[config.mk]
export PLATFORM = sky130hd
export DESIGN_NAME = ladder_level_classify_debounce_unit
export DESIGN_NICKNAME = d
export VERILOG_FILES = /design/src/rtl/llcd_pkg.sv /design/src/rtl/ladder_level_classify_debounce_unit.sv
export SDC_FILE = /design/constraint.sdc
export NUM_CORES = 1
export LEC_CHECK = 0
export ABC_AREA = 1
export BUFFER_PORTS_ARGS = -buffer_cell sky130_fd_sc_hd__buf_2
export CAP_MARGIN = 20
export CELL_PAD_IN_SITES_DETAIL_PLACEMENT = 1
export CELL_PAD_IN_SITES_GLOBAL_PLACEMENT = 2
export CORE_MARGIN = 4
export CORE_UTILIZATION = 39
export CTS_CLUSTER_DIAMETER = 40
export CTS_CLUSTER_SIZE = 16
export DETAILED_ROUTE_END_ITERATION = 7
export PLACE_DENSITY_LB_ADDON = 0.1
export SLEW_MARGIN = 20
export SYNTH_ARGS = -nofsm -noshare
export SYNTH_HDL_FRONTEND = slang
export SYNTH_SLANG_ARGS = --single-unit
[constraint.sdc]
create_clock -name clk_i -period 6.1 [get_ports clk_i]
set_input_delay 1.22 -clock clk_i [delete_from_list [all_inputs] [get_ports clk_i]]
set_output_delay 1.22 -clock clk_i [all_outputs]
set_load 0.01 [all_outputs]
[src/rtl/llcd_pkg.sv]
// ----------------------------------------------------------------------------
// Ladder level classify and debounce: shared types and constants
// Beat payload types, field widths, register indexes and reset values used
// by the classifier and debounce unit.
// ----------------------------------------------------------------------------
package llcd_pkg;

  // Field widths fixed by the beat formats.
  localparam int unsigned PinW    = 3;
  localparam int unsigned SampleW = 10;
  localparam int unsigned TimeW   = 32;
  localparam int unsigned SegW    = 3;
  localparam int unsigned HoldW   = 16;
  localparam int unsigned CfgIdxW = 3;
  localparam int unsigned CfgW    = 16;

  // Number of level registers in the register map.
  localparam int unsigned LevelSlots = 6;

  // Register indexes.
  localparam logic [CfgIdxW-1:0] CfgMatchMargin = 3'd0;
  localparam logic [CfgIdxW-1:0] CfgHoldMs      = 3'd1;
  localparam logic [CfgIdxW-1:0] CfgLevelSeg1   = 3'd2;
  localparam logic [CfgIdxW-1:0] CfgLevelSeg2   = 3'd3;
  localparam logic [CfgIdxW-1:0] CfgLevelSeg3   = 3'd4;
  localparam logic [CfgIdxW-1:0] CfgLevelSeg4   = 3'd5;
  localparam logic [CfgIdxW-1:0] CfgLevelSeg5   = 3'd6;
  localparam logic [CfgIdxW-1:0] CfgLevelSeg6   = 3'd7;

  // Register reset values.
  localparam logic [SampleW-1:0] MarginReset = 10'd20;
  localparam logic [HoldW-1:0]   HoldReset   = 16'd50;

  // Segment code meaning that no segment matched.
  localparam logic [SegW-1:0] SegNone = 3'd0;

  // Input beat.
  typedef struct packed {
    logic [PinW-1:0]    pin_index;
    logic [SampleW-1:0] sample;
    logic [TimeW-1:0]   now_ms;
  } in_item_t;

  // Result beat.
  typedef struct packed {
    logic [PinW-1:0] out_pin;
    logic [SegW-1:0] stable_seg;
  } out_item_t;

endpackage

[src/rtl/ladder_level_classify_debounce_unit.sv]
// ----------------------------------------------------------------------------
// Ladder level classify and debounce unit
// Classifies ADC samples of keys on a resistor ladder into segments and
// debounces the segment per pin against a millisecond hold time.
// ----------------------------------------------------------------------------
// Each input beat passes an input register and a result register. A sample
// held in the input register is loaded into the result register once the
// result channel is free to take it, and its result is presented from there.
// The unit takes one sample per cycle and only stalls input while a result
// waits on a stalled result channel. The per-pin state (previous candidate,
// change time, stable segment) is read and written in the logic between the
// two registers, so back-to-back samples of the same pin see each other's
// updates. The six window compares against level +/- margin, the 32-bit
// wrapping time difference and the hold compare all lie between the two
// registers as well. A sample for a pin at or beyond NUM_PINS leaves all
// state untouched and reports segment 0.
// Registers should be written only while no samples are in flight.
module ladder_level_classify_debounce_unit #(
  parameter int unsigned NUM_PINS     = 8,
  parameter int unsigned NUM_SEGMENTS = 6
) (
  input  logic                        clk_i,
  input  logic                        rst_ni,
  // Sample channel
  input  logic                        in_valid_i,
  output logic                        in_stall_o,
  input  llcd_pkg::in_item_t          in_item_i,
  // Result channel
  output logic                        out_valid_o,
  input  logic                        out_stall_i,
  output llcd_pkg::out_item_t         out_item_o,
  // Register write port
  input  logic                        cfg_we_i,
  input  logic [llcd_pkg::CfgIdxW-1:0] cfg_idx_i,
  input  logic [llcd_pkg::CfgW-1:0]   cfg_data_i
);
  import llcd_pkg::*;

  localparam int unsigned PinIdxW = (NUM_PINS > 1) ? $clog2(NUM_PINS) : 1;

  // Configuration registers.
  logic [SampleW-1:0] margin_q;
  logic [HoldW-1:0]   hold_q;
  logic [SampleW-1:0] level_q [LevelSlots];

  always_ff @(posedge clk_i or negedge rst_ni) begin
    if (!rst_ni) begin
      margin_q <= MarginReset;
      hold_q   <= HoldReset;
      for (int i = 0; i < LevelSlots; i++) begin
        level_q[i] <= '0;
      end
    end else if (cfg_we_i) begin
      case (cfg_idx_i)
        CfgMatchMargin: margin_q <= cfg_data_i[SampleW-1:0];
        CfgHoldMs:      hold_q   <= cfg_data_i[HoldW-1:0];
        CfgLevelSeg1:   level_q[0] <= cfg_data_i[SampleW-1:0];
        CfgLevelSeg2:   level_q[1] <= cfg_data_i[SampleW-1:0];
        CfgLevelSeg3:   level_q[2] <= cfg_data_i[SampleW-1:0];
        CfgLevelSeg4:   level_q[3] <= cfg_data_i[SampleW-1:0];
        CfgLevelSeg5:   level_q[4] <= cfg_data_i[SampleW-1:0];
        CfgLevelSeg6:   level_q[5] <= cfg_data_i[SampleW-1:0];
        default: begin
        end
      endcase
    end
  end

  // Handshake and pipeline control.
  logic     s1_valid_q, s1_valid_d;
  in_item_t s1_item_q;
  logic     out_valid_q, out_valid_d;
  out_item_t out_item_q;
  logic     out_free;
  logic     adv2;
  logic     load1;

  assign out_free   = !out_valid_q || !out_stall_i;
  assign adv2       = s1_valid_q && out_free;
  assign in_stall_o = s1_valid_q && !out_free;
  assign load1      = in_valid_i && !in_stall_o;

  always_comb begin
    s1_valid_d = s1_valid_q;
    if (load1) begin
      s1_valid_d = 1'b1;
    end else if (adv2) begin
      s1_valid_d = 1'b0;
    end
    out_valid_d = out_valid_q && out_stall_i;
    if (adv2) begin
      out_valid_d = 1'b1;
    end
  end

  always_ff @(posedge clk_i or negedge rst_ni) begin
    if (!rst_ni) begin
      s1_valid_q  <= 1'b0;
      out_valid_q <= 1'b0;
    end else begin
      s1_valid_q  <= s1_valid_d;
      out_valid_q <= out_valid_d;
    end
  end

  // Input register.
  always_ff @(posedge clk_i) begin
    if (load1) begin
      s1_item_q <= in_item_i;
    end
  end

  // Pin lookup: range check and state index.
  logic                  pin_ok;
  logic [PinIdxW+PinW-1:0] pin_ext;
  logic [PinIdxW-1:0]    pin_idx;

  assign pin_ok  = ({29'd0, s1_item_q.pin_index} < 32'(NUM_PINS));
  assign pin_ext = {{PinIdxW{1'b0}}, s1_item_q.pin_index};
  assign pin_idx = pin_ext[PinIdxW-1:0];

  // Window compares; the highest matching segment wins.
  logic [SegW-1:0] cand;

  always_comb begin
    logic [SampleW:0] s_plus_m;
    logic [SampleW:0] lv_plus_m;
    s_plus_m = {1'b0, s1_item_q.sample} + {1'b0, margin_q};
    cand     = SegNone;
    for (int k = 0; k < NUM_SEGMENTS && k < LevelSlots; k++) begin
      lv_plus_m = {1'b0, level_q[k]} + {1'b0, margin_q};
      if (s_plus_m >= {1'b0, level_q[k]} && {1'b0, s1_item_q.sample} <= lv_plus_m) begin
        cand = SegW'(k + 1);
      end
    end
  end

  // Per-pin debounce state.
  logic [SegW-1:0]  prev_cand_q  [NUM_PINS];
  logic [TimeW-1:0] change_time_q [NUM_PINS];
  logic [SegW-1:0]  acc_seg_q    [NUM_PINS];

  logic [SegW-1:0]  prev_rd;
  logic [TimeW-1:0] change_rd;
  logic [SegW-1:0]  acc_rd;
  logic             cand_changed;
  logic [TimeW-1:0] elapsed;
  logic             take_cand;
  logic [SegW-1:0]  acc_next;
  logic             upd_en;

  always_comb begin
    prev_rd   = SegNone;
    change_rd = '0;
    acc_rd    = SegNone;
    if (pin_ok) begin
      prev_rd   = prev_cand_q[pin_idx];
      change_rd = change_time_q[pin_idx];
      acc_rd    = acc_seg_q[pin_idx];
    end
  end

  // A changed candidate restarts the timer, so it can never be taken at once.
  assign cand_changed = (cand != prev_rd);
  assign elapsed      = s1_item_q.now_ms - change_rd;
  assign take_cand    = !cand_changed && (elapsed > {{(TimeW-HoldW){1'b0}}, hold_q});
  assign acc_next     = take_cand ? cand : acc_rd;
  assign upd_en       = adv2 && pin_ok;

  always_ff @(posedge clk_i or negedge rst_ni) begin
    if (!rst_ni) begin
      for (int i = 0; i < NUM_PINS; i++) begin
        prev_cand_q[i]   <= SegNone;
        change_time_q[i] <= '0;
        acc_seg_q[i]     <= SegNone;
      end
    end else if (upd_en) begin
      prev_cand_q[pin_idx] <= cand;
      acc_seg_q[pin_idx]   <= acc_next;
      if (cand_changed) begin
        change_time_q[pin_idx] <= s1_item_q.now_ms;
      end
    end
  end

  // Result register.
  always_ff @(posedge clk_i) begin
    if (adv2) begin
      out_item_q.out_pin    <= s1_item_q.pin_index;
      out_item_q.stable_seg <= pin_ok ? acc_next : SegNone;
    end
  end

  assign out_valid_o = out_valid_q;
  assign out_item_o  = out_item_q;

  // Checks on the pipeline and the per-pin state.
  a_stall_needs_item: assert property (@(posedge clk_i) disable iff (!rst_ni)
    in_stall_o |-> s1_valid_q)
    else $error("input stalled with an empty input register");

  a_bad_pin_reports_none: assert property (@(posedge clk_i) disable iff (!rst_ni)
    (adv2 && !pin_ok) |=> out_item_q.stable_seg == SegNone)
    else $error("out-of-range pin reported a segment");

  a_result_matches_state: assert property (@(posedge clk_i) disable iff (!rst_ni)
    upd_en |=> out_item_q.stable_seg == acc_seg_q[$past(pin_idx)])
    else $error("result differs from stored stable segment");

  a_change_restarts_timer: assert property (@(posedge clk_i) disable iff (!rst_ni)
    (upd_en && cand_changed) |=>
      change_time_q[$past(pin_idx)] == $past(s1_item_q.now_ms))
    else $error("candidate change did not restart the timer");

endmodule

==> flow_summary.json <==
{
  "synth.area.top_cells": "dfrtp_1 36%, nand2_1 14%, ha_1 11%, nand3_1 5.9%, edfxtp_1 5.7%",
  "holdWs_ps": 470,
  "powerDensity_nw_per_um2": 537,
  "setup_tns_ps": 0,
  "yosysWarnings": 0,
  "hp-class": "reg2reg",
  "seq_power_share": 0.289,
  "synth_top_family_by_area": "simple AND/OR/NAND/NOR gates",
  "vdd_drop_max_mv": 0.244,
  "ioPinCount": 77,
  "synthCells": 3319,
  "post-place-ws_ps": 291,
  "synth_area_per_cell_sq_um": 8.05,
  "finalHoldViolations": 0,
  "drc": 0,
  "grt_usage": 0.295,
  "worstSetupStartpointType": "flip-flop",
  "final_cell_mix": "1,002 x nand2_1, 387 x dfrtp_1, 315 x nand3_1",
  "arrival_ps": 6320,
  "yosysSeqAreaShare": 0.425,
  "synth_xor_xnor_area_share": 0.0246,
  "drtIter0Drc": 1889,
  "synth_compound_area_frac": 0.110,
  "grt_pass1_wl_mm": 164,
  "criticalPathCategory": "reg2reg",
  "rsz0062_at_grt": "false",
  "holdBufCountCts": 0,
  "path_clk_slew_ps": 50,
  "slew_headroom": 0.293,
  "drt-vias-per-instance": 5.65,
  "clock_power_share": 0.317,
  "start_util": 0.396,
  "cts_made_buffers": 94,
  "netlist_area_sq_um": 26700,
  "antenna_found_initial": 3,
  "post-route-period-util": 0.945,
  "cts-root-buf": "clkbuf_16",
  "die_y_um": 270,
  "die_w_um": 270,
  "muxShareOfSynthArea": 0,
  "async_flop_share": 0.885,
  "cts_tree": "done",
  "drive_gt1_frac": 0.104,
  "worst-path-max-fanout": 42,
  "worstPathRequired_ps": 6660,
  "final_common_cell": "nand2_1",
  "netSwitchingPower_w": 0.00706,
  "max_freq_mhz": 173,
  "avgRoutedWirePerCell_um": 24.9,
  "finalMaxSlewViolations": 0,
  "area_growth_pct": 18.1,
  "ys_ff_latch": 443,
  "dieArea_sq_um": 72700,
  "postRouteAntennaNets": 0,
  "multi_input_area_sq_um": 13400,
  "nFillCells": 8019,
  "num_rows": 95,
  "placed_area_sq_um": 28100,
  "dr.pass1.iters": 5,
  "finalNetCount": 3733,
  "synthSimpleGateAreaFrac": 0.248,
  "vias": 24700,
  "p_int_w": 0.00987,
  "design.core.area_sq_um": 67500,
  "synth-edff-count": 51,
  "regArea_sq_um": 11300,
  "cts_max_level": 3,
  "gp_congestion": 0.958,
  "grt_pass1_vias": 25800,
  "worst_slack_ps": 336,
  "leakage_nw": 16.0,
  "drv_cap": 0,
  "dpl.hpwl_mm": 76.8,
  "setup_viol": 0,
  "tightest_slew_ps": 1060,
  "portBuffers": 76,
  "switching_share": 0.417,
  "synth-adder-area-share": 0.117,
  "status": "finished, final reports clean",
  "clock_skew_ps": 36.4,
  "clock_latency_ps": 640,
  "numClockSinks": 443,
  "clockBufferDepth": 3,
  "cp-end-kind": "flip-flop",
  "grt_max_degree": 138,
  "synth_ff_type": "dfrtp_1",
  "combPwrFrac": 0.394,
  "synth_fp_nets": 3633,
  "synth_top_area_share": 0.363,
  "netlist.top_cell.by_area": "dfrtp_1",
  "layout_min_cycle_time_ps": 5760,
  "routed_wl_mm": 109,
  "ys_types": 50,
  "grt_overflow_total": 0,
  "fin_area_sq_um": 31500
}
-- synth_stat cells (51+ instances only) --
| cell type | number |
|---|---|
| xor2_1 | 51 |
| nor2_1 | 167 |
| inv_1 | 308 |
| clkbuf_1 | 62 |
| ha_1 | 237 |
| dfrtp_1 | 387 |
| edfxtp_1 | 51 |
| nand3_1 | 315 |
| nand4_1 | 55 |
| nand2_1 | 1007 |
| a21oi_1 | 183 |
| o21ai_0 | 162 |
-- final timing paths --
path	start	endpoint	slack, ps	depth (start not counted)
worst max-delay path	margin_q[2]	change_time_q[83]	340	26
worst min-delay path	change_time_q[7]	change_time_q[7]	470	2
worst max register to register	margin_q[2]	change_time_q[83]	340	26
worst min register to register	change_time_q[7]	change_time_q[7]	470	2
max in group asynchronous	rst_ni	acc_seg_q[18]	4200	2
min in group asynchronous	rst_ni	level_q[33]	580	1
-- state kept, by name (all words and copies together) (netlist names) --
name           count
change_time_q    256
level_q           60
s1_item_q         42
acc_seg_q         24
prev_cand_q       24
hold_q            16
margin_q          10
out_item_o         6
pin_idx            3
out_valid_o        1
s1_valid_q         1
-- critical path, cell delays in order (launching register included) --
cell	delay, ps
dfstp_2	730
ha_1	360
nand2_1	90
nor2_1	40
a211oi_1	330
o21ai_0	230
a21oi_1	280
o21ai_0	170
xor2_1	180
inv_1	240
ha_2	550
nand3_1	110
nand3b_1	180
nand2_1	290
nand2_1	90
nand3_1	90
nand2_1	80
nand2_1	80
nand3_1	110
nand3_1	90
nand2_1	70
nor2_2	340
nand2_8	250
nand2_2	160
buf_12	240
nor2_1	80
a21oi_1	130
-- power by group through the flow --
stage | combinational [W] | clock [W] | sequential (W)
final | 0.00667 | 0.00537 | 0.00489
after detailed placement | 0.00653 | 0 | 0.00491
after global routing | 0.00749 | 0.00561 | 0.00500
after CTS | 0.00659 | 0.00543 | 0.00488
after floorplan | 0.00464 | 0 | 0.00457
after global placement | 0.00628 | 0 | 0.00489
-- repair_timing --
item                                    CTS  global route
setup buffers                             0             6
gates resized for setup                   0             5
endpoints found under the setup margin    0           283
-- kinds of logic after synthesis --
logic type / Yosys count
and+or+nand+nor: 1588
xor gates and xnor gates: 75
DFF: 443
buffers and inverters: 467
adders and majority gates: 245
AOI/OAI and AO/OA: 501
-- layer usage --
| metal | global-route usage | part of all wire |
|---|---|---|
| met3 | 0.0500 | 0.061 |
| met1 | 0.437 | 0.48 |
| met5 | 0 | 0 |
| met4 | 0.0654 | 0.019 |
| met2 | 0.453 | 0.44 |
-- metrics by stage --
step,power [W],util,cells
2_1_floorplan,0.00920,-,3319
3_3_place_gp,0.0112,0.417,4190
3_5_place_dp,0.0114,0.417,4190
4_1_cts,0.0169,0.466,4367
5_1_grt,0.0181,0.467,4373
6_report,0.0169,0.467,4375
-- final cells by class --
| type | instances | share of cell area |
|---|---|---|
| clock inverter | 58 | 0.0234 |
| tap | 873 | 0.0346 |
| antenna | 2 | 0.000159 |
| inverter | 318 | 0.0379 |
| multi-input combinational | 2409 | 0.426 |
| sequential | 443 | 0.360 |
| clock buffer | 119 | 0.0827 |
| timing repair buffer | 153 | 0.0359 |
Note: power is estimated with default switching activity, not from simulation.
